File: src/rtl/ata_tf_pkg.sv
// ----------------------------------------------------------------------------
// ata_tf_pkg
// types and constants shared by the taskfile command setup modules
// ----------------------------------------------------------------------------
`default_nettype none

package ata_tf_pkg;

    // addressing modes
    localparam logic [1:0] MODE_CHS   = 2'd0;
    localparam logic [1:0] MODE_LBA28 = 2'd1;
    localparam logic [1:0] MODE_LBA48 = 2'd2;
    localparam logic [1:0] MODE_RSVD  = 2'd3;

    // configuration register indexes
    localparam logic [2:0] CFG_ADDRESS_MODE      = 3'd0;
    localparam logic [2:0] CFG_DRIVE_SELECT      = 3'd1;
    localparam logic [2:0] CFG_HEAD_COUNT        = 3'd2;
    localparam logic [2:0] CFG_SECTORS_PER_TRACK = 3'd3;
    localparam logic [2:0] CFG_MULTI_BLOCK_SIZE  = 3'd4;

    // taskfile register indexes
    localparam logic [2:0] REG_COUNT    = 3'd0;
    localparam logic [2:0] REG_LBA_LOW  = 3'd1;
    localparam logic [2:0] REG_LBA_MID  = 3'd2;
    localparam logic [2:0] REG_LBA_HIGH = 3'd3;
    localparam logic [2:0] REG_DEVICE   = 3'd4;
    localparam logic [2:0] REG_COMMAND  = 3'd5;

    // command opcodes
    localparam logic [7:0] OP_READ     = 8'h20;
    localparam logic [7:0] OP_WRITE    = 8'h30;
    localparam logic [7:0] OP_READ_M   = 8'hC4;
    localparam logic [7:0] OP_WRITE_M  = 8'hC5;
    localparam logic [7:0] OP_READ_X   = 8'h24;
    localparam logic [7:0] OP_WRITE_X  = 8'h34;
    localparam logic [7:0] OP_READ_MX  = 8'h29;
    localparam logic [7:0] OP_WRITE_MX = 8'h39;

    // device register patterns
    localparam logic [7:0] DEV_MASTER = 8'hA0;
    localparam logic [7:0] DEV_SLAVE  = 8'hB0;
    localparam logic [7:0] DEV_LBA    = 8'h40;

    // sector count limits
    localparam logic [16:0] STD_MAX_COUNT = 17'd256;
    localparam logic [16:0] EXT_MAX_COUNT = 17'd65536;

    // chs arithmetic widths
    localparam int SPC_W      = 13;  // heads times sectors, up to 31 * 255
    localparam int CYL_STEPS  = 16;  // quotient bits of the cylinder
    localparam int HEAD_STEPS = 5;   // quotient bits of the head

    typedef struct packed {
        logic [1:0] address_mode;
        logic       drive_select;
        logic [4:0] head_count;
        logic [7:0] sectors_per_track;
        logic [7:0] multi_block_size;
    } cfg_t;

    // one classified request, ready to be played out as register writes
    typedef struct packed {
        logic        bad;
        logic        ext;
        logic [15:0] count;
        logic [7:0]  lba_b3;
        logic [7:0]  lba_b4;
        logic [7:0]  lba_b5;
        logic [7:0]  lo;
        logic [7:0]  mid;
        logic [7:0]  hi;
        logic [7:0]  dev;
        logic [7:0]  cmd;
    } desc_t;

endpackage

`default_nettype wire

File: src/rtl/ata_tf_queue.sv
// ----------------------------------------------------------------------------
// ata_tf_queue
// two-entry descriptor queue between the front and the back part
// ----------------------------------------------------------------------------
`default_nettype none

module ata_tf_queue
(
    input  logic               clk,
    input  logic               rst_n,
    input  logic               push_valid,
    output logic               push_ready,
    input  ata_tf_pkg::desc_t  push_data,
    output logic               pop_valid,
    input  logic               pop_ready,
    output ata_tf_pkg::desc_t  pop_data
);

    localparam int DEPTH = 2;

    ata_tf_pkg::desc_t slot_reg [DEPTH];
    logic       wr_ptr_reg, wr_ptr_next;
    logic       rd_ptr_reg, rd_ptr_next;
    logic [1:0] fill_reg, fill_next;
    logic       do_push;
    logic       do_pop;

    assign push_ready = (fill_reg != 2'(DEPTH));
    assign pop_valid  = (fill_reg != 2'd0);
    assign pop_data   = slot_reg[rd_ptr_reg];
    assign do_push    = push_valid && push_ready;
    assign do_pop     = pop_valid && pop_ready;

    always_comb
    begin
        wr_ptr_next = do_push ? ~wr_ptr_reg : wr_ptr_reg;
        rd_ptr_next = do_pop ? ~rd_ptr_reg : rd_ptr_reg;
        fill_next   = fill_reg;
        if (do_push && !do_pop)
        begin
            fill_next = fill_reg + 2'd1;
        end
        else if (do_pop && !do_push)
        begin
            fill_next = fill_reg - 2'd1;
        end
    end

    always_ff @(posedge clk or negedge rst_n)
    begin
        if (!rst_n)
        begin
            wr_ptr_reg <= 1'b0;
            rd_ptr_reg <= 1'b0;
            fill_reg   <= 2'd0;
        end
        else
        begin
            wr_ptr_reg <= wr_ptr_next;
            rd_ptr_reg <= rd_ptr_next;
            fill_reg   <= fill_next;
        end
    end

    always_ff @(posedge clk)
    begin
        if (do_push)
        begin
            slot_reg[wr_ptr_reg] <= push_data;
        end
    end

endmodule

`default_nettype wire

File: src/rtl/ata_tf_front.sv
// ----------------------------------------------------------------------------
// ata_tf_front
// accepts requests, checks them and builds the taskfile descriptor
// ----------------------------------------------------------------------------
`default_nettype none

module ata_tf_front
(
    input  logic               clk,
    input  logic               rst_n,
    input  ata_tf_pkg::cfg_t   cfg,
    input  logic               in_valid,
    output logic               in_ready,
    input  logic               in_is_write,
    input  logic [47:0]        in_start_block,
    input  logic [16:0]        in_block_count,
    output logic               push_valid,
    input  logic               push_ready,
    output ata_tf_pkg::desc_t  push_desc
);

    localparam int SW = ata_tf_pkg::SPC_W;

    localparam logic [2:0] ST_IDLE  = 3'd0;
    localparam logic [2:0] ST_SPC   = 3'd1;
    localparam logic [2:0] ST_CHECK = 3'd2;
    localparam logic [2:0] ST_CYL   = 3'd3;
    localparam logic [2:0] ST_HEAD  = 3'd4;
    localparam logic [2:0] ST_PUSH  = 3'd5;

    logic [2:0]        st_reg, st_next;
    logic [3:0]        step_reg, step_next;
    logic [31:0]       lba_hi_reg, lba_hi_next;
    logic [15:0]       q_reg, q_next;
    logic [SW-1:0]     r_reg, r_next;
    logic [7:0]        p_reg, p_next;
    logic [4:0]        h_reg, h_next;
    logic [SW-1:0]     spc_reg, spc_next;
    ata_tf_pkg::desc_t hold_reg, hold_next;

    logic              ext;
    logic [16:0]       max_count;
    logic              req_bad;
    logic              go_chs;
    logic [7:0]        drv;
    logic              multi;
    logic [7:0]        cmd;
    ata_tf_pkg::desc_t direct_desc;
    logic              accept;

    logic [SW:0]       t1;
    logic [SW:0]       diff1;
    logic              ge1;
    logic [SW-1:0]     r_new;
    logic [8:0]        t2;
    logic [8:0]        diff2;
    logic              ge2;
    logic [7:0]        p_new;
    logic [4:0]        h_new;

    // request classification
    always_comb
    begin
        ext       = (cfg.address_mode == ata_tf_pkg::MODE_LBA48);
        max_count = ext ? ata_tf_pkg::EXT_MAX_COUNT : ata_tf_pkg::STD_MAX_COUNT;
        req_bad   = (cfg.address_mode == ata_tf_pkg::MODE_RSVD) ||
                    (in_block_count == 17'd0) || (in_block_count > max_count);
        go_chs    = !req_bad && (cfg.address_mode == ata_tf_pkg::MODE_CHS);
        drv       = cfg.drive_select ? ata_tf_pkg::DEV_SLAVE : ata_tf_pkg::DEV_MASTER;
        multi     = (cfg.multi_block_size > 8'd1);

        unique case ({ext, in_is_write, multi})
            3'b000:  cmd = ata_tf_pkg::OP_READ;
            3'b001:  cmd = ata_tf_pkg::OP_READ_M;
            3'b010:  cmd = ata_tf_pkg::OP_WRITE;
            3'b011:  cmd = ata_tf_pkg::OP_WRITE_M;
            3'b100:  cmd = ata_tf_pkg::OP_READ_X;
            3'b101:  cmd = ata_tf_pkg::OP_READ_MX;
            3'b110:  cmd = ata_tf_pkg::OP_WRITE_X;
            default: cmd = ata_tf_pkg::OP_WRITE_MX;
        endcase

        direct_desc        = '0;
        direct_desc.bad    = req_bad;
        direct_desc.ext    = ext;
        direct_desc.count  = (in_block_count == max_count) ? 16'd0 : in_block_count[15:0];
        direct_desc.lba_b3 = in_start_block[31:24];
        direct_desc.lba_b4 = in_start_block[39:32];
        direct_desc.lba_b5 = in_start_block[47:40];
        direct_desc.lo     = in_start_block[7:0];
        direct_desc.mid    = in_start_block[15:8];
        direct_desc.hi     = in_start_block[23:16];
        direct_desc.dev    = ext ? (ata_tf_pkg::DEV_LBA | drv)
                                 : (ata_tf_pkg::DEV_LBA | drv | {4'b0, in_start_block[27:24]});
        direct_desc.cmd    = cmd;
    end

    // one quotient bit a step: cylinder, then head
    always_comb
    begin
        t1    = {r_reg, q_reg[15]};
        diff1 = t1 - {1'b0, spc_reg};
        ge1   = (t1 >= {1'b0, spc_reg});
        r_new = ge1 ? diff1[SW-1:0] : t1[SW-1:0];

        t2    = {p_reg, h_reg[4]};
        diff2 = t2 - {1'b0, cfg.sectors_per_track};
        ge2   = (t2 >= {1'b0, cfg.sectors_per_track});
        p_new = ge2 ? diff2[7:0] : t2[7:0];
        h_new = {h_reg[3:0], ge2};
    end

    assign in_ready   = (st_reg == ST_IDLE) && push_ready;
    assign accept     = in_valid && in_ready;
    assign push_valid = (st_reg == ST_IDLE) ? (in_valid && !go_chs) : (st_reg == ST_PUSH);
    assign push_desc  = (st_reg == ST_IDLE) ? direct_desc : hold_reg;

    always_comb
    begin
        st_next     = st_reg;
        step_next   = step_reg;
        lba_hi_next = lba_hi_reg;
        q_next      = q_reg;
        r_next      = r_reg;
        p_next      = p_reg;
        h_next      = h_reg;
        spc_next    = spc_reg;
        hold_next   = hold_reg;

        unique case (st_reg)
            ST_IDLE:
            begin
                if (accept && go_chs)
                begin
                    lba_hi_next = in_start_block[47:16];
                    q_next      = in_start_block[15:0];
                    hold_next   = direct_desc;
                    st_next     = ST_SPC;
                end
            end
            ST_SPC:
            begin
                spc_next = {{(SW-5){1'b0}}, cfg.head_count} *
                           {{(SW-8){1'b0}}, cfg.sectors_per_track};
                st_next  = ST_CHECK;
            end
            ST_CHECK:
            begin
                // cylinder above 16 bits exactly when the upper address reaches spc
                if ((spc_reg == '0) || (lba_hi_reg >= {{(32-SW){1'b0}}, spc_reg}))
                begin
                    hold_next.bad = 1'b1;
                    st_next       = ST_PUSH;
                end
                else
                begin
                    r_next    = lba_hi_reg[SW-1:0];
                    step_next = 4'd0;
                    st_next   = ST_CYL;
                end
            end
            ST_CYL:
            begin
                r_next    = r_new;
                q_next    = {q_reg[14:0], ge1};
                step_next = step_reg + 4'd1;
                if (step_reg == 4'(ata_tf_pkg::CYL_STEPS - 1))
                begin
                    p_next    = r_new[SW-1:5];
                    h_next    = r_new[4:0];
                    step_next = 4'd0;
                    st_next   = ST_HEAD;
                end
            end
            ST_HEAD:
            begin
                p_next    = p_new;
                h_next    = h_new;
                step_next = step_reg + 4'd1;
                if (step_reg == 4'(ata_tf_pkg::HEAD_STEPS - 1))
                begin
                    hold_next.lo  = p_new + 8'd1;
                    hold_next.mid = q_reg[7:0];
                    hold_next.hi  = q_reg[15:8];
                    hold_next.dev = drv | {4'b0, h_new[3:0]};
                    st_next       = ST_PUSH;
                end
            end
            ST_PUSH:
            begin
                if (push_ready)
                begin
                    st_next = ST_IDLE;
                end
            end
            default:
            begin
                st_next = ST_IDLE;
            end
        endcase
    end

    always_ff @(posedge clk or negedge rst_n)
    begin
        if (!rst_n)
        begin
            st_reg   <= ST_IDLE;
            step_reg <= 4'd0;
        end
        else
        begin
            st_reg   <= st_next;
            step_reg <= step_next;
        end
    end

    always_ff @(posedge clk)
    begin
        lba_hi_reg <= lba_hi_next;
        q_reg      <= q_next;
        r_reg      <= r_next;
        p_reg      <= p_next;
        h_reg      <= h_next;
        spc_reg    <= spc_next;
        hold_reg   <= hold_next;
    end

endmodule

`default_nettype wire

File: src/rtl/ata_tf_back.sv
// ----------------------------------------------------------------------------
// ata_tf_back
// plays a descriptor out as ordered taskfile register writes
// ----------------------------------------------------------------------------
`default_nettype none

module ata_tf_back
(
    input  logic               clk,
    input  logic               rst_n,
    input  logic               q_valid,
    output logic               q_ready,
    input  ata_tf_pkg::desc_t  q_desc,
    output logic               out_valid,
    input  logic               out_ready,
    output logic [2:0]         out_index,
    output logic [7:0]         out_value,
    output logic               out_last,
    output logic               out_bad
);

    // non-ext commands start at the common part of the sequence
    localparam logic [3:0] COMMON_SLOT = 4'd5;

    logic              active_reg, active_next;
    logic [3:0]        step_reg, step_next;
    ata_tf_pkg::desc_t desc_reg, desc_next;
    logic              valid_reg, valid_next;
    logic [2:0]        index_reg, index_next;
    logic [7:0]        value_reg, value_next;
    logic              last_reg, last_next;
    logic              bad_reg, bad_next;

    ata_tf_pkg::desc_t src;
    logic [3:0]        cur_step;
    logic [3:0]        slot;
    logic              out_free;
    logic              fire;
    logic [2:0]        w_index;
    logic [7:0]        w_value;
    logic              w_last;

    always_comb
    begin
        src      = active_reg ? desc_reg : q_desc;
        cur_step = active_reg ? step_reg : 4'd0;
        slot     = src.ext ? cur_step : (cur_step + COMMON_SLOT);
        out_free = !valid_reg || out_ready;
        fire     = out_free && (active_reg || q_valid);

        w_last = 1'b0;
        unique case (slot)
            4'd0:
            begin
                w_index = ata_tf_pkg::REG_COUNT;
                w_value = src.count[15:8];
            end
            4'd1:
            begin
                w_index = ata_tf_pkg::REG_LBA_LOW;
                w_value = src.lba_b3;
            end
            4'd2:
            begin
                w_index = ata_tf_pkg::REG_LBA_MID;
                w_value = src.lba_b4;
            end
            4'd3:
            begin
                w_index = ata_tf_pkg::REG_LBA_HIGH;
                w_value = src.lba_b5;
            end
            4'd4:
            begin
                w_index = ata_tf_pkg::REG_DEVICE;
                w_value = 8'd0;
            end
            4'd5:
            begin
                w_index = ata_tf_pkg::REG_COUNT;
                w_value = src.count[7:0];
            end
            4'd6:
            begin
                w_index = ata_tf_pkg::REG_LBA_LOW;
                w_value = src.lo;
            end
            4'd7:
            begin
                w_index = ata_tf_pkg::REG_LBA_MID;
                w_value = src.mid;
            end
            4'd8:
            begin
                w_index = ata_tf_pkg::REG_LBA_HIGH;
                w_value = src.hi;
            end
            4'd9:
            begin
                w_index = ata_tf_pkg::REG_DEVICE;
                w_value = src.dev;
            end
            default:
            begin
                w_index = ata_tf_pkg::REG_COMMAND;
                w_value = src.cmd;
                w_last  = 1'b1;
            end
        endcase

        // rejected request: one error item and nothing else
        if (src.bad)
        begin
            w_index = ata_tf_pkg::REG_COUNT;
            w_value = 8'd0;
            w_last  = 1'b1;
        end
    end

    assign q_ready = fire && !active_reg;

    always_comb
    begin
        active_next = active_reg;
        step_next   = step_reg;
        desc_next   = desc_reg;
        index_next  = index_reg;
        value_next  = value_reg;
        last_next   = last_reg;
        bad_next    = bad_reg;
        valid_next  = out_ready ? 1'b0 : valid_reg;
        if (fire)
        begin
            valid_next  = 1'b1;
            index_next  = w_index;
            value_next  = w_value;
            last_next   = w_last;
            bad_next    = src.bad;
            active_next = !w_last;
            step_next   = cur_step + 4'd1;
            desc_next   = src;
        end
    end

    always_ff @(posedge clk or negedge rst_n)
    begin
        if (!rst_n)
        begin
            active_reg <= 1'b0;
            step_reg   <= 4'd0;
            valid_reg  <= 1'b0;
        end
        else
        begin
            active_reg <= active_next;
            step_reg   <= step_next;
            valid_reg  <= valid_next;
        end
    end

    always_ff @(posedge clk)
    begin
        desc_reg  <= desc_next;
        index_reg <= index_next;
        value_reg <= value_next;
        last_reg  <= last_next;
        bad_reg   <= bad_next;
    end

    assign out_valid = valid_reg;
    assign out_index = index_reg;
    assign out_value = value_reg;
    assign out_last  = last_reg;
    assign out_bad   = bad_reg;

endmodule

`default_nettype wire

File: src/rtl/ata_taskfile_command_setup_top.sv
// ----------------------------------------------------------------------------
// ata_taskfile_command_setup_top
// turns a sector transfer request into the taskfile writes of an ata pio command
// ----------------------------------------------------------------------------
// Each item on the slave stream is one transfer request (direction in tuser,
// start block and sector count in tdata). The master stream answers with the
// taskfile register writes in order, one item per write, the command byte last
// and marked by tlast: six writes in chs and lba28 mode, eleven in lba48 mode
// (count high and address bytes 3 to 5 plus a zero device write come first).
// A request with a bad count, a reserved mode, an empty chs geometry or a
// cylinder above 16 bits gives a single item with tuser set, tlast set and
// zero data. The master side carries one write per cycle while m_tready is
// high. Requests are taken while earlier ones are still being played out,
// through a two-entry queue. In chs mode the front works the address out with
// a bit-serial divider in steps (product, range check, 16 cylinder steps,
// 5 head steps, hand-over) and takes no new request until it has handed the
// result over. Configuration is to be written through the cfg channel only
// while the block is idle; the block itself does not enforce this. A write takes effect at once.
// ----------------------------------------------------------------------------
`default_nettype none

module ata_taskfile_command_setup_top
(
    input  logic        clk,
    input  logic        rst_n,
    // request stream
    input  logic        s_tvalid,
    output logic        s_tready,
    input  logic [71:0] s_tdata,   // start_block [47:0], block_count [64:48], zero pad
    input  logic        s_tuser,   // is_write
    // register write stream
    output logic        m_tvalid,
    input  logic        m_tready,
    output logic [15:0] m_tdata,   // reg_index [2:0], reg_value [10:3], zero pad
    output logic        m_tlast,   // is_last
    output logic        m_tuser,   // bad_request
    // configuration writes
    input  logic        cfg_valid,
    output logic        cfg_ready,
    input  logic [2:0]  cfg_index,
    input  logic [7:0]  cfg_data
);

    ata_tf_pkg::cfg_t  cfg_reg, cfg_next;

    logic              push_valid;
    logic              push_ready;
    ata_tf_pkg::desc_t push_desc;
    logic              q_valid;
    logic              q_ready;
    ata_tf_pkg::desc_t q_desc;
    logic [2:0]        out_index;
    logic [7:0]        out_value;

    // configuration registers, always ready
    assign cfg_ready = 1'b1;

    always_comb
    begin
        cfg_next = cfg_reg;
        if (cfg_valid && cfg_ready)
        begin
            unique case (cfg_index)
                ata_tf_pkg::CFG_ADDRESS_MODE:      cfg_next.address_mode      = cfg_data[1:0];
                ata_tf_pkg::CFG_DRIVE_SELECT:      cfg_next.drive_select      = cfg_data[0];
                ata_tf_pkg::CFG_HEAD_COUNT:        cfg_next.head_count        = cfg_data[4:0];
                ata_tf_pkg::CFG_SECTORS_PER_TRACK: cfg_next.sectors_per_track = cfg_data;
                ata_tf_pkg::CFG_MULTI_BLOCK_SIZE:  cfg_next.multi_block_size  = cfg_data;
                default:                           cfg_next = cfg_reg;
            endcase
        end
    end

    always_ff @(posedge clk or negedge rst_n)
    begin
        if (!rst_n)
        begin
            cfg_reg.address_mode      <= ata_tf_pkg::MODE_LBA28;
            cfg_reg.drive_select      <= 1'b0;
            cfg_reg.head_count        <= 5'd16;
            cfg_reg.sectors_per_track <= 8'd63;
            cfg_reg.multi_block_size  <= 8'd1;
        end
        else
        begin
            cfg_reg <= cfg_next;
        end
    end

    // front: accept, check, chs conversion
    ata_tf_front u_front
    (
        .clk            (clk),
        .rst_n          (rst_n),
        .cfg            (cfg_reg),
        .in_valid       (s_tvalid),
        .in_ready       (s_tready),
        .in_is_write    (s_tuser),
        .in_start_block (s_tdata[47:0]),
        .in_block_count (s_tdata[64:48]),
        .push_valid     (push_valid),
        .push_ready     (push_ready),
        .push_desc      (push_desc)
    );

    // decouples the divider from the write sequencer
    ata_tf_queue u_queue
    (
        .clk        (clk),
        .rst_n      (rst_n),
        .push_valid (push_valid),
        .push_ready (push_ready),
        .push_data  (push_desc),
        .pop_valid  (q_valid),
        .pop_ready  (q_ready),
        .pop_data   (q_desc)
    );

    // back: one register write per cycle into the output register while m_tready does not stall it
    ata_tf_back u_back
    (
        .clk       (clk),
        .rst_n     (rst_n),
        .q_valid   (q_valid),
        .q_ready   (q_ready),
        .q_desc    (q_desc),
        .out_valid (m_tvalid),
        .out_ready (m_tready),
        .out_index (out_index),
        .out_value (out_value),
        .out_last  (m_tlast),
        .out_bad   (m_tuser)
    );

    assign m_tdata = {5'b0, out_value, out_index};

endmodule

`default_nettype wire

File: config.mk
export PLATFORM = sky130hd
export DESIGN_NAME = ata_taskfile_command_setup_top
export DESIGN_NICKNAME = d
export VERILOG_FILES = /design/src/rtl/ata_tf_pkg.sv /design/src/rtl/ata_tf_queue.sv /design/src/rtl/ata_tf_front.sv /design/src/rtl/ata_tf_back.sv /design/src/rtl/ata_taskfile_command_setup_top.sv
export SDC_FILE = /design/constraint.sdc
export NUM_CORES = 1
export LEC_CHECK = 0
export BUFFER_PORTS_ARGS = -buffer_cell sky130_fd_sc_hd__buf_2
export CORE_ASPECT_RATIO = 2
export CORE_UTILIZATION = 44
export CTS_BUF_LIST = sky130_fd_sc_hd__clkbuf_16
export DETAILED_ROUTE_END_ITERATION = 10
export SLEW_MARGIN = 20
export SYNTH_ARGS = -nofsm -noshare
export SYNTH_HDL_FRONTEND = slang
export SYNTH_SLANG_ARGS = --single-unit
File: constraint.sdc
create_clock -name clk -period 7.31 [get_ports clk]
set_clock_uncertainty 0.05 [all_clocks]
set_input_delay 0.731 -clock clk [delete_from_list [all_inputs] [get_ports clk]]
set_output_delay 0.731 -clock clk [all_outputs]
set_load 0.03 [all_outputs]
==> impl_metrics.toml, run 1 <==
[routing]
routed-via-count = 14100
drt-total-wl_mm = 56.5
antenna_violating_nets_post_route = 0
drt_pass1_iterations = 5
post_drt_wl_per_cell_um = 21.8
detailedRoute.firstIterationViolations = 908
drc = 0
avgViaCountPerCell = 5.46

[global_routing]
grt-busiest-layer = "met2"
grt_use_met2_pct = 43.7
number_of_antenna_violations_at_the_first_check_in_global_routing = 1
first_pass_grt_wire_length_mm = 85.7
met1_usage_grt_pct = 24.1
use_met3_pct = 2.04
first_global_vias = 14500
grt_util_all_layers_pct = 23.4
total_congestion_overflow = 0
largest_net_degree_at_the_start_of_global_routing = 88

[setup_path]
cp_max_fo = 7
worst_case_reg_to_reg_path_depth = 13
worst_r2r_endpoint = "u_front.spc_reg[12]"
cp_data_required_time_ns = 7.66
worst_setup_path_start_kind = "flop"
timing.critical_path.from = "cfg_reg[8]"
crit_type = "reg -> reg"
timing.critical_path.cells = "nand2_1 > fa_1 > fa_1 > fa_1 > inv_1 > ha_1 > a21o_1 > a21oi_1 > o21bai_1 > a21oi_1 > o21ai_0 > or4_1 > nand3_1"
r2r-start = "cfg_reg[8]"
timing.critical_path.to_type = "flop"
critPathMostFrequentCell = "sky130_fd_sc_hd__fa_1"
critical-path-slowest-cell = "sky130_fd_sc_hd__dfstp_2"
worst_setup_slack_for_register_to_register_paths_ns = 2.98
arrival_ns = 4.68
crit_path_max_incr_delay_ns = 0.61

[power]
vdd_drop_max_mv = 0.250
pwr_density_cell_mw_per_mm2 = 460
power_leakage_uw = 0.00944
power.total_uw = 11000

[layout]
layout.filler_cells = 4451
area_growth_pct = 10.9
most-common-layout-cells = "sky130_fd_sc_hd__nand2_1, sky130_fd_sc_hd__edfxtp_1, sky130_fd_sc_hd__o21ai_0"
diodes = 0
seqCellArea_mm2 = 0.0128
most_common_library_cell_in_the_layout_ignoring_fill_and_taps = "sky130_fd_sc_hd__nand2_1"
largest_register_ffs = 158
multiInputGateArea_mm2 = 0.00795
final_net_count = 2092
layout-drive-gt1-share_pct = 13.2

[placement]
port_buffers = 96
hpwl_after_dpl_mm = 41.6
gp_routability_congestion = 0.909

[synthesis]
post_synth_main_area_contributors = "sky130_fd_sc_hd__edfxtp_1, sky130_fd_sc_hd__nand2_1, sky130_fd_sc_hd__mux2i_1"
sequential_cell_area_fraction_in_the_yosys_report_pct = 59.8
share_of_synthesized_registers_carrying_an_async_set_or_reset_pct = 9.22
register_bit_count_reported_by_yosys = 434
synthesis.area_mm2 = 0.0215
number_of_enable_type_register_cells_in_the_synthesized_netlist = 394
synthCells = 1859
synth_flop_cell = "sky130_fd_sc_hd__edfxtp_1"
yosysWarningCount = 0
syn_area_per_cell_um2 = 11.6
synth_top_area_share_pct = 55.1
synth_area_leader_cell = "sky130_fd_sc_hd__edfxtp_1"
synth_cell_types = 80

[floorplan]
row_count = 114
initial_utilization_pct = 44.6
floorplan.die.height_um = 315
design.die.area_mm2 = 0.0498
core_area_mm2 = 0.0482
chipWidth_um = 158
ioPinCount = 110

[clock_network]
tritoncts = "yes"
cts_post_setup_buffers_inserted = 0
clock_network_latency_to_the_later_pin_of_the_worst_skew_pair_ns = 0.55
hold_buffers = 0
cts-resized-gates = 0
cts_num_sinks = 434
numCtsBuffers = 40
worst_setup_hold_path_clk_slew_ns = 0.07
cts.path.max_buffers = 3
htreeDepth = 2
cts_root_buf = "sky130_fd_sc_hd__clkbuf_16"

[timing]
drv_slew = 0
final.setup.tns_ns = 0
worst_tran_pin_value_ns = 0.980
max_freq_mhz = 231
finalHoldViolations = 0
setup_repair_after_global_routing_missed_its_margin = "no"
final_period_minus_worst_setup_slack_ns = 4.33
maxSlewHeadroom_pct = 34.5
layout_worst_path_cycle_share_pct = 59.2
setup_viol = 0

[flow_run]
max_cap_violations = 0

[status]
status = "finished, final reports clean"

[worst_hold_path]
holdCritPathClass = "in -> async"
==> how the worst max path moves through the flow <==
| stage | endpoint | slack (ns) | depth (start not counted) |
|---|---|---|---|
| finish | u_front.spc_reg[12] | 2.98 | 13 |
| global route | u_front.spc_reg[12] | 2.69 | 13 |
| detailed placement | u_front.q_reg[5] | 2.76 | 8 |
| global placement | u_front.q_reg[5] | 2.81 | 8 |
| floorplan | u_queue.slot_reg[0][0] | 1.46 | 7 |
| CTS | u_front.spc_reg[12] | 2.96 | 13 |
==> synthesized netlist by cell type (all sizes together), types with 13 or more instances <==
library cell / instances
and2: 35
a21oi: 66
clkbuf: 67
dfrtp: 32
mux2i: 95
nand3: 25
nand2: 431
a22o: 21
edfxtp: 394
ha: 62
o21a: 13
o21ai: 141
fa: 20
a31oi: 16
inv: 74
nor2: 60
a21o: 21
buf: 38
mux2: 38
xnor2: 16
nor3: 21
==> stage by stage <==
step                hold WS (ns)  setup WS [ns]  cells  instance area (um2)  utilization, %
floorplan                  0.385           1.46   1863                21500               -
global placement           0.425           2.81   2517                22500            46.7
detailed placement         0.438           2.76   2517                22500            46.7
CTS                        0.293           2.96   2589                23800            49.4
global route               0.174           2.69   2589                23800            49.4
finish                     0.146           2.98   2589                23800            49.4
==> routing by layer <==
metal | vias to the layer above | wire, um
li1 | 6784 | -
met4 | 2 | 4380
met1 | 6851 | 19500
met5 | - | 13
met3 | 149 | 1780
met2 | 356 | 30800
==> logic make-up (layout without fill, tap and decap cells) <==
kind of cell	after synthesis	count (layout)	share of synthesized area [%]
AOI/OAI and AO/OA	341	341	10.0
xor gates and xnor gates	27	27	1.10
adders and majority gates	82	82	5.47
buffers and inverters	179	267	3.51
DFF	434	434	59.8
muxes	133	133	6.47
other	2	6	0.0349
and+or+nand+nor	661	661	13.7
==> report_power, final <==
group          switching [uW]  internal [uW]  leakage [uW]
clock                     944           1160      0.000657
sequential                447           3820       0.00414
combinational            3060           1530       0.00465
total                    4460           6500       0.00944
==> layout make-up <==
class                           count  share of cell area, %
Clock buffer                       42                   4.41
Inverter                           74                   1.18
Sequential cell                   434                   53.9
Timing Repair Buffer              121                   2.81
Clock inverter                     30                   1.00
Tap cell                          638                   3.35
Multi-Input combinational cell   1250                   33.4
==> worst max-delay path: cells and delay by family, from the launching register on <==
kind | cells | cell delay [ns]
flops | 1 | 0.61
buf+inv | 1 | 0.04
fa+ha+maj | 4 | 1.90
compound gates | 5 | 0.94
simple gates | 3 | 0.63
Note: power is estimated with default switching activity, not from simulation.
==> run 2: changes to the inputs <==
clock period = 3.7 ns   (was 7.31 ns; I/O delays follow)
==> run 2 against run 1 <==
  * The run now ends with setup timing left
  * Register-to-register slack got worse by 3.1 ns
  * Design area rose by 4.2%
  * Via count rose by 3.0%
  * Utilization rose by 2.1 points
  * Total power rose by 110%
  * Count of clock-buffer cells in the layout fell by 3
  * Non-clock buffer count rose by 90
  * Clock power rose by 100%
  * Worst setup slack got worse by 3.1 ns
  * Flip-flop and latch count did not move
==> impl_metrics.toml, run 2 (synthesis results as in run 1) <==
[placement]
gp_routability_congestion = 0.964
port_buffers = 96
hpwl_after_dpl_mm = 42.6
pre_cts_slack_ns = -0.148
place_inst = 2571
dpl_cell_area_mm2 = 0.0231

[setup_path]
cp_data_required_time_ns = 4.05
timing.critical_path.to_type = "flop"
worst-path-buf-inv = 1
r2r-start = "cfg_reg[10]"
critical_path.top_delay_family = "adder cells"
cp_max_fo = 4
worst_setup_path_start_kind = "flop"
arrival_ns = 4.13
timing.critical_path.cells = "nand2_2 > fa_1 > fa_1 > fa_1 > inv_2 > ha_4 > a21o_1 > a21oi_4 > o21bai_1 > a21oi_2 > o21ai_2 > or4_1 > nand3_1"
critPathMostFrequentCell = "sky130_fd_sc_hd__fa_1"
timing.critical_path.from = "cfg_reg[10]"
critical-path-slowest-cell = "sky130_fd_sc_hd__dfstp_2"
crit_path_max_incr_delay_ns = 0.57
crit_type = "reg -> reg"

[layout]
multiInputGateArea_mm2 = 0.00802
largest_register_ffs = 158
layoutNonFillerInstCount = 2677
layout-drive-gt1-share_pct = 15.9
share_of_the_core_filled_with_cells_in_the_final_layout_pct = 51.5
most-common-layout-cells = "sky130_fd_sc_hd__nand2_1, sky130_fd_sc_hd__edfxtp_1, sky130_fd_sc_hd__o21ai_0"
final_net_count = 2181
diodes = 0
layout.filler_cells = 4336
seqCellArea_mm2 = 0.0128
area_growth_pct = 15.6
final_area_mm2 = 0.0248
most_common_library_cell_in_the_layout_ignoring_fill_and_taps = "sky130_fd_sc_hd__nand2_1"

[global_routing]
number_of_antenna_violations_at_the_first_check_in_global_routing = 1
first_global_vias = 14800
grt_util_all_layers_pct = 23.6
total_congestion_overflow = 0
first_pass_grt_wire_length_mm = 86.5
largest_net_degree_at_the_start_of_global_routing = 113

[timing]
finalHoldViolations = 0
final_period_minus_worst_setup_slack_ns = 3.78
setup_repair_after_global_routing_missed_its_margin = "yes"
max_freq_mhz = 264
layout_worst_path_cycle_share_pct = 102
layout_setup_ws_ns = -0.0822
worst_tran_pin_value_ns = 0.980
drv_slew = 0
maxSlewHeadroom_pct = 34.2
setup_viol = 3

[floorplan]
chipWidth_um = 158
initial_utilization_pct = 44.6
floorplan.die.height_um = 315
design.die.area_mm2 = 0.0498
row_count = 114
core_area_mm2 = 0.0482
ioPinCount = 110

[power]
power.total_uw = 22700
intPower_uw = 13700
sequentialPowerShare_pct = 36.2
power_leakage_uw = 0.00991
combinationalPowerShare_pct = 44.9
netSwitchingFraction_pct = 39.5
p_switching_uw = 8960
pwr_density_cell_mw_per_mm2 = 913
vdd_drop_max_mv = 0.530
clock_power_share_pct = 18.9

[routing]
post_drt_wl_per_cell_um = 21.4
drc = 0
routed-via-count = 14600
avgViaCountPerCell = 5.44
drt_pass1_iterations = 6
detailedRoute.firstIterationViolations = 907
drt-total-wl_mm = 57.3
antenna_violating_nets_post_route = 0

[status]
status = "finished with violations"
failed_checks = "setup timing"

[clock_network]
cts_root_buf = "sky130_fd_sc_hd__clkbuf_16"
cts.path.max_buffers = 3
numCtsBuffers = 39
clock_network_latency_to_the_later_pin_of_the_worst_skew_pair_ns = 0.55
htreeDepth = 2
tritoncts = "yes"
cts_num_sinks = 434
worst_setup_hold_path_clk_slew_ns = 0.07

[worst_hold_path]
holdCritStartpoint = "s_tdata[32]"
holdCritPathClass = "in -> reg"

[flow_run]
max_cap_violations = 0
-- run 2: changes by cell type in the layout (fill, tap and decap cells not counted), moves of 4 or more --
| cell | delta |
|---|---|
| sky130_fd_sc_hd__bufinv_16 | +5 |
| sky130_fd_sc_hd__buf_12 | +11 |
| sky130_fd_sc_hd__buf_4 | +48 |
| sky130_fd_sc_hd__clkinv_2 | -7 |
| sky130_fd_sc_hd__clkinvlp_4 | +4 |
| sky130_fd_sc_hd__dlygate4sd3_1 | +31 |
-- run 2: cell type report --
class                           count  share of cell area, %
Clock inverter                     31                   1.44
Sequential cell                   434                   51.7
Multi-Input combinational cell   1250                   32.3
Clock buffer                       39                   3.93
Tap cell                          638                   3.21
Timing Repair Buffer              211                   6.29
Inverter                           74                   1.13
-- run 2: power by group through the flow --
stage / Sequential (uW) / Clock, uW / Combinational [uW]
after floorplan: 8190 / 0 / 6420
after global placement: 8250 / 0 / 9850
after detailed placement: 8290 / 0 / 10000
after CTS: 8200 / 4380 / 10200
after global routing: 8320 / 4530 / 11100
final: 8200 / 4300 / 10200
-- run 2: through the flow --
step | setup TNS, ns | hold slack (ns)
floorplan | -105.95 | 0.0244
global placement | -0.345 | 0.424
detailed placement | -0.361 | 0.449
CTS | -0.178 | 0.00171
global route | -0.700 | 0.00623
finish | -0.149 | 0.0126
-- run 2: worst paths after layout --
kind / to / slack [ns] / depth (start not counted)
worst min-delay path: u_front.hold_reg[48] / 0.01 / 1
max in group asynchronous: u_back.active_reg / 2.78 / 2
worst max register to register: u_front.spc_reg[12] / -0.08 / 13
worst max-delay path: u_front.spc_reg[12] / -0.08 / 13
min in group asynchronous: cfg_reg[6] / 0.34 / 2
worst min register to register: u_queue.fill_reg[1] / 0.45 / 1
-- run 2: worst register-to-register path: cells and delay by family, from the launching register on --
| family | cells | cell delay [ns] |
|---|---|---|
| adders and majority gates | 4 | 1.72 |
| buffers and inverters | 1 | 0.05 |
| AOI/OAI and AO/OA | 5 | 0.69 |
| and+or+nand+nor | 3 | 0.55 |
| DFF | 1 | 0.57 |
-- run 2: metal layers --
metal	vias to the layer above	part of all wire [%]	GRT usage, %
met3	139	3.0	2.33
met1	7108	34	23.9
met2	350	56	45.2
met4	2	6.8	14.4
li1	6961	-	-
met5	-	0.014	0
-- run 2: timing repair --
item | 4_1_cts | 5_1_grt
hold endpoints to repair | 51 | 0
setup endpoints to repair | 4 | 5
buffers inserted | 2 | 3
pin swaps | 7 | 4
gates resized for setup | 6 | 1
hold buffers | 31 | 0
cloned | 0 | 0
==> run 3: changes to the inputs <==
CAP_MARGIN = 20   (was default)
clock period = 3.9 ns   (was 3.7 ns; I/O delays follow)
==> run 3 against run 2 <==
  * Register-to-register slack better by 0.15 ns
  * Non-clock buffer count down 33
  * The flow now finishes without violations
  * Routed wire length up 0.75%
  * Critical path depth unchanged
  * Largest cell class unchanged
  * Critical endpoint unchanged
  * Global-route usage up 0.068 points
  * Highest routed layer unchanged
  * Combinational power down 9%
==> impl_metrics.toml, run 3 (synthesis results as in run 1) <==
[status]
status = "finished, final reports clean"

[clock_network]
htreeDepth = 2
numCtsBuffers = 40
clock_network_latency_to_the_later_pin_of_the_worst_skew_pair_ns = 0.55
worst_setup_hold_path_clk_slew_ns = 0.07
cts.path.max_buffers = 3
tritoncts = "yes"
cts_num_sinks = 434
cts_root_buf = "sky130_fd_sc_hd__clkbuf_16"

[power]
pwr_density_cell_mw_per_mm2 = 864
p_switching_uw = 8450
combinationalPowerShare_pct = 43.8
intPower_uw = 12700
sequentialPowerShare_pct = 36.8
netSwitchingFraction_pct = 39.9
clock_power_share_pct = 19.4
vdd_drop_max_mv = 0.597
power_leakage_uw = 0.00974

[setup_path]
crit_type = "reg -> reg"
timing.critical_path.to_type = "flop"
timing.critical_path.cells = "nand2_2 > fa_1 > fa_1 > fa_1 > inv_2 > ha_4 > a21o_1 > a21oi_2 > o21bai_1 > a21oi_2 > o21ai_2 > or4_1 > nand3_1"
crit_path_max_incr_delay_ns = 0.57
critical-path-slowest-cell = "sky130_fd_sc_hd__dfstp_2"
critPathMostFrequentCell = "sky130_fd_sc_hd__fa_1"
worst_setup_path_start_kind = "flop"
cp_data_required_time_ns = 4.25
cp_max_fo = 4
arrival_ns = 4.18

[floorplan]
ioPinCount = 110
design.die.area_mm2 = 0.0498
floorplan.die.height_um = 315
core_area_mm2 = 0.0482
chipWidth_um = 158
initial_utilization_pct = 44.6
row_count = 114

[timing]
layout_worst_path_cycle_share_pct = 98.2
final_period_minus_worst_setup_slack_ns = 3.83
final.setup.tns_ns = 0
maxSlewHeadroom_pct = 24.4
finalHoldViolations = 0
layout_setup_ws_ns = 0.0699
drv_slew = 0
worst_tran_pin_value_ns = 1.13
hold-worst-slack_ns = 0.0113
setup_viol = 0
setup_repair_after_global_routing_missed_its_margin = "yes"
max_freq_mhz = 261

[worst_hold_path]
holdCritPathClass = "in -> reg"

[layout]
layoutNonFillerInstCount = 2648
layout-drive-gt1-share_pct = 15.0
final_net_count = 2149
area_growth_pct = 14.1
most_common_library_cell_in_the_layout_ignoring_fill_and_taps = "sky130_fd_sc_hd__nand2_1"
largest_register_ffs = 158
most-common-layout-cells = "sky130_fd_sc_hd__nand2_1, sky130_fd_sc_hd__edfxtp_1, sky130_fd_sc_hd__o21ai_0"
final_area_mm2 = 0.0245
diodes = 0
layout.filler_cells = 4286

[global_routing]
largest_net_degree_at_the_start_of_global_routing = 105
first_pass_grt_wire_length_mm = 86.6
number_of_antenna_violations_at_the_first_check_in_global_routing = 1
total_congestion_overflow = 0
grt_util_all_layers_pct = 23.7
first_global_vias = 14600

[routing]
routed-via-count = 14400
antenna_violating_nets_post_route = 0
drt-total-wl_mm = 57.7
detailedRoute.firstIterationViolations = 937
post_drt_wl_per_cell_um = 21.8
avgViaCountPerCell = 5.45
drt_pass1_iterations = 5
drc = 0

[placement]
hpwl_after_dpl_mm = 42.6
place_inst = 2547
dpl_cell_area_mm2 = 0.0228
pre_cts_slack_ns = -0.0960
gp_routability_congestion = 0.910
port_buffers = 96

[flow_run]
max_cap_violations = 0
-- run 3: cell count changes in the layout (fill, tap and decap cells not counted), moves of 3 or more --
| cell | previous run | this run |
|---|---|---|
| sky130_fd_sc_hd__clkinv_2 | 2 | 9 |
| sky130_fd_sc_hd__dlygate4sd3_1 | 31 | 25 |
| sky130_fd_sc_hd__inv_1 | 81 | 75 |
| sky130_fd_sc_hd__clkinv_1 | 6 | 11 |
| sky130_fd_sc_hd__buf_12 | 11 | 5 |
| sky130_fd_sc_hd__clkbuf_16 | 39 | 42 |
| sky130_fd_sc_hd__buf_4 | 74 | 53 |
-- run 3: per-layer routing --
metal | routed length (um) | vias up | track usage, % | part of all wire, %
met5 | 18 | - | 0 | 0.031
met4 | 3120 | 2 | 12.3 | 5.4
met3 | 1870 | 114 | 2.55 | 3.2
met2 | 32900 | 339 | 46.4 | 57
met1 | 19800 | 7080 | 23.7 | 34
li1 | - | 6907 | - | -
-- run 3: cell type report --
cell class	instances	area, um2	area share, %
multi-input combinational	1250	8010	32.6
tap	638	798	3.26
timing repair buffer	178	1220	4.99
sequential	434	12800	52.4
inverter	74	282	1.15
clock inverter	32	309	1.26
clock buffer	42	1050	4.29
-- run 3: final timing paths --
kind	startpoint	end	slack [ns]	depth (start not counted)
setup reg to reg	cfg_reg[10]	u_front.spc_reg[12]	0.07	13
setup / recovery	cfg_reg[10]	u_front.spc_reg[12]	0.07	13
max in group asynchronous	rst_n	u_queue.rd_ptr_reg	3.00	2
hold reg to reg	cfg_reg[5]	cfg_reg[5]	0.46	1
hold / removal	s_tdata[28]	u_front.hold_reg[60]	0.01	1
min in group asynchronous	rst_n	cfg_reg[6]	0.35	2
-- run 3: worst max-delay path, delay by kind of cell, from the launching register on --
kind            cells  cell delay, ns
fa+ha+maj           4            1.77
compound gates      5            0.69
flops               1            0.57
simple gates        3            0.53
buf+inv             1            0.05
-- run 3: power by group through the flow --
stage                     Combinational [uW]  Clock [uW]  Sequential, uW
after floorplan                         6050           0            7770
after global placement                  8980           0            7830
after detailed placement                9130           0            7880
after CTS                               9270        4210            7780
after global routing                   10100        4340            7910
final                                   9270        4110            7790
-- run 3: repair_timing --
item	4_1_cts	5_1_grt
hold buffers	25	0
resized for setup	5	6
setup endpoints to repair	3	2
pin swaps	3	11
endpoints found under the hold margin	50	0
setup buffers	2	0
-- run 3: stage by stage --
step                utilization, %  total power (uW)
global route                  50.9             22400
detailed placement            47.4             17000
CTS                           50.8             21300
global placement              47.4             16800
floorplan                        -             13800
finish                        50.9             21200
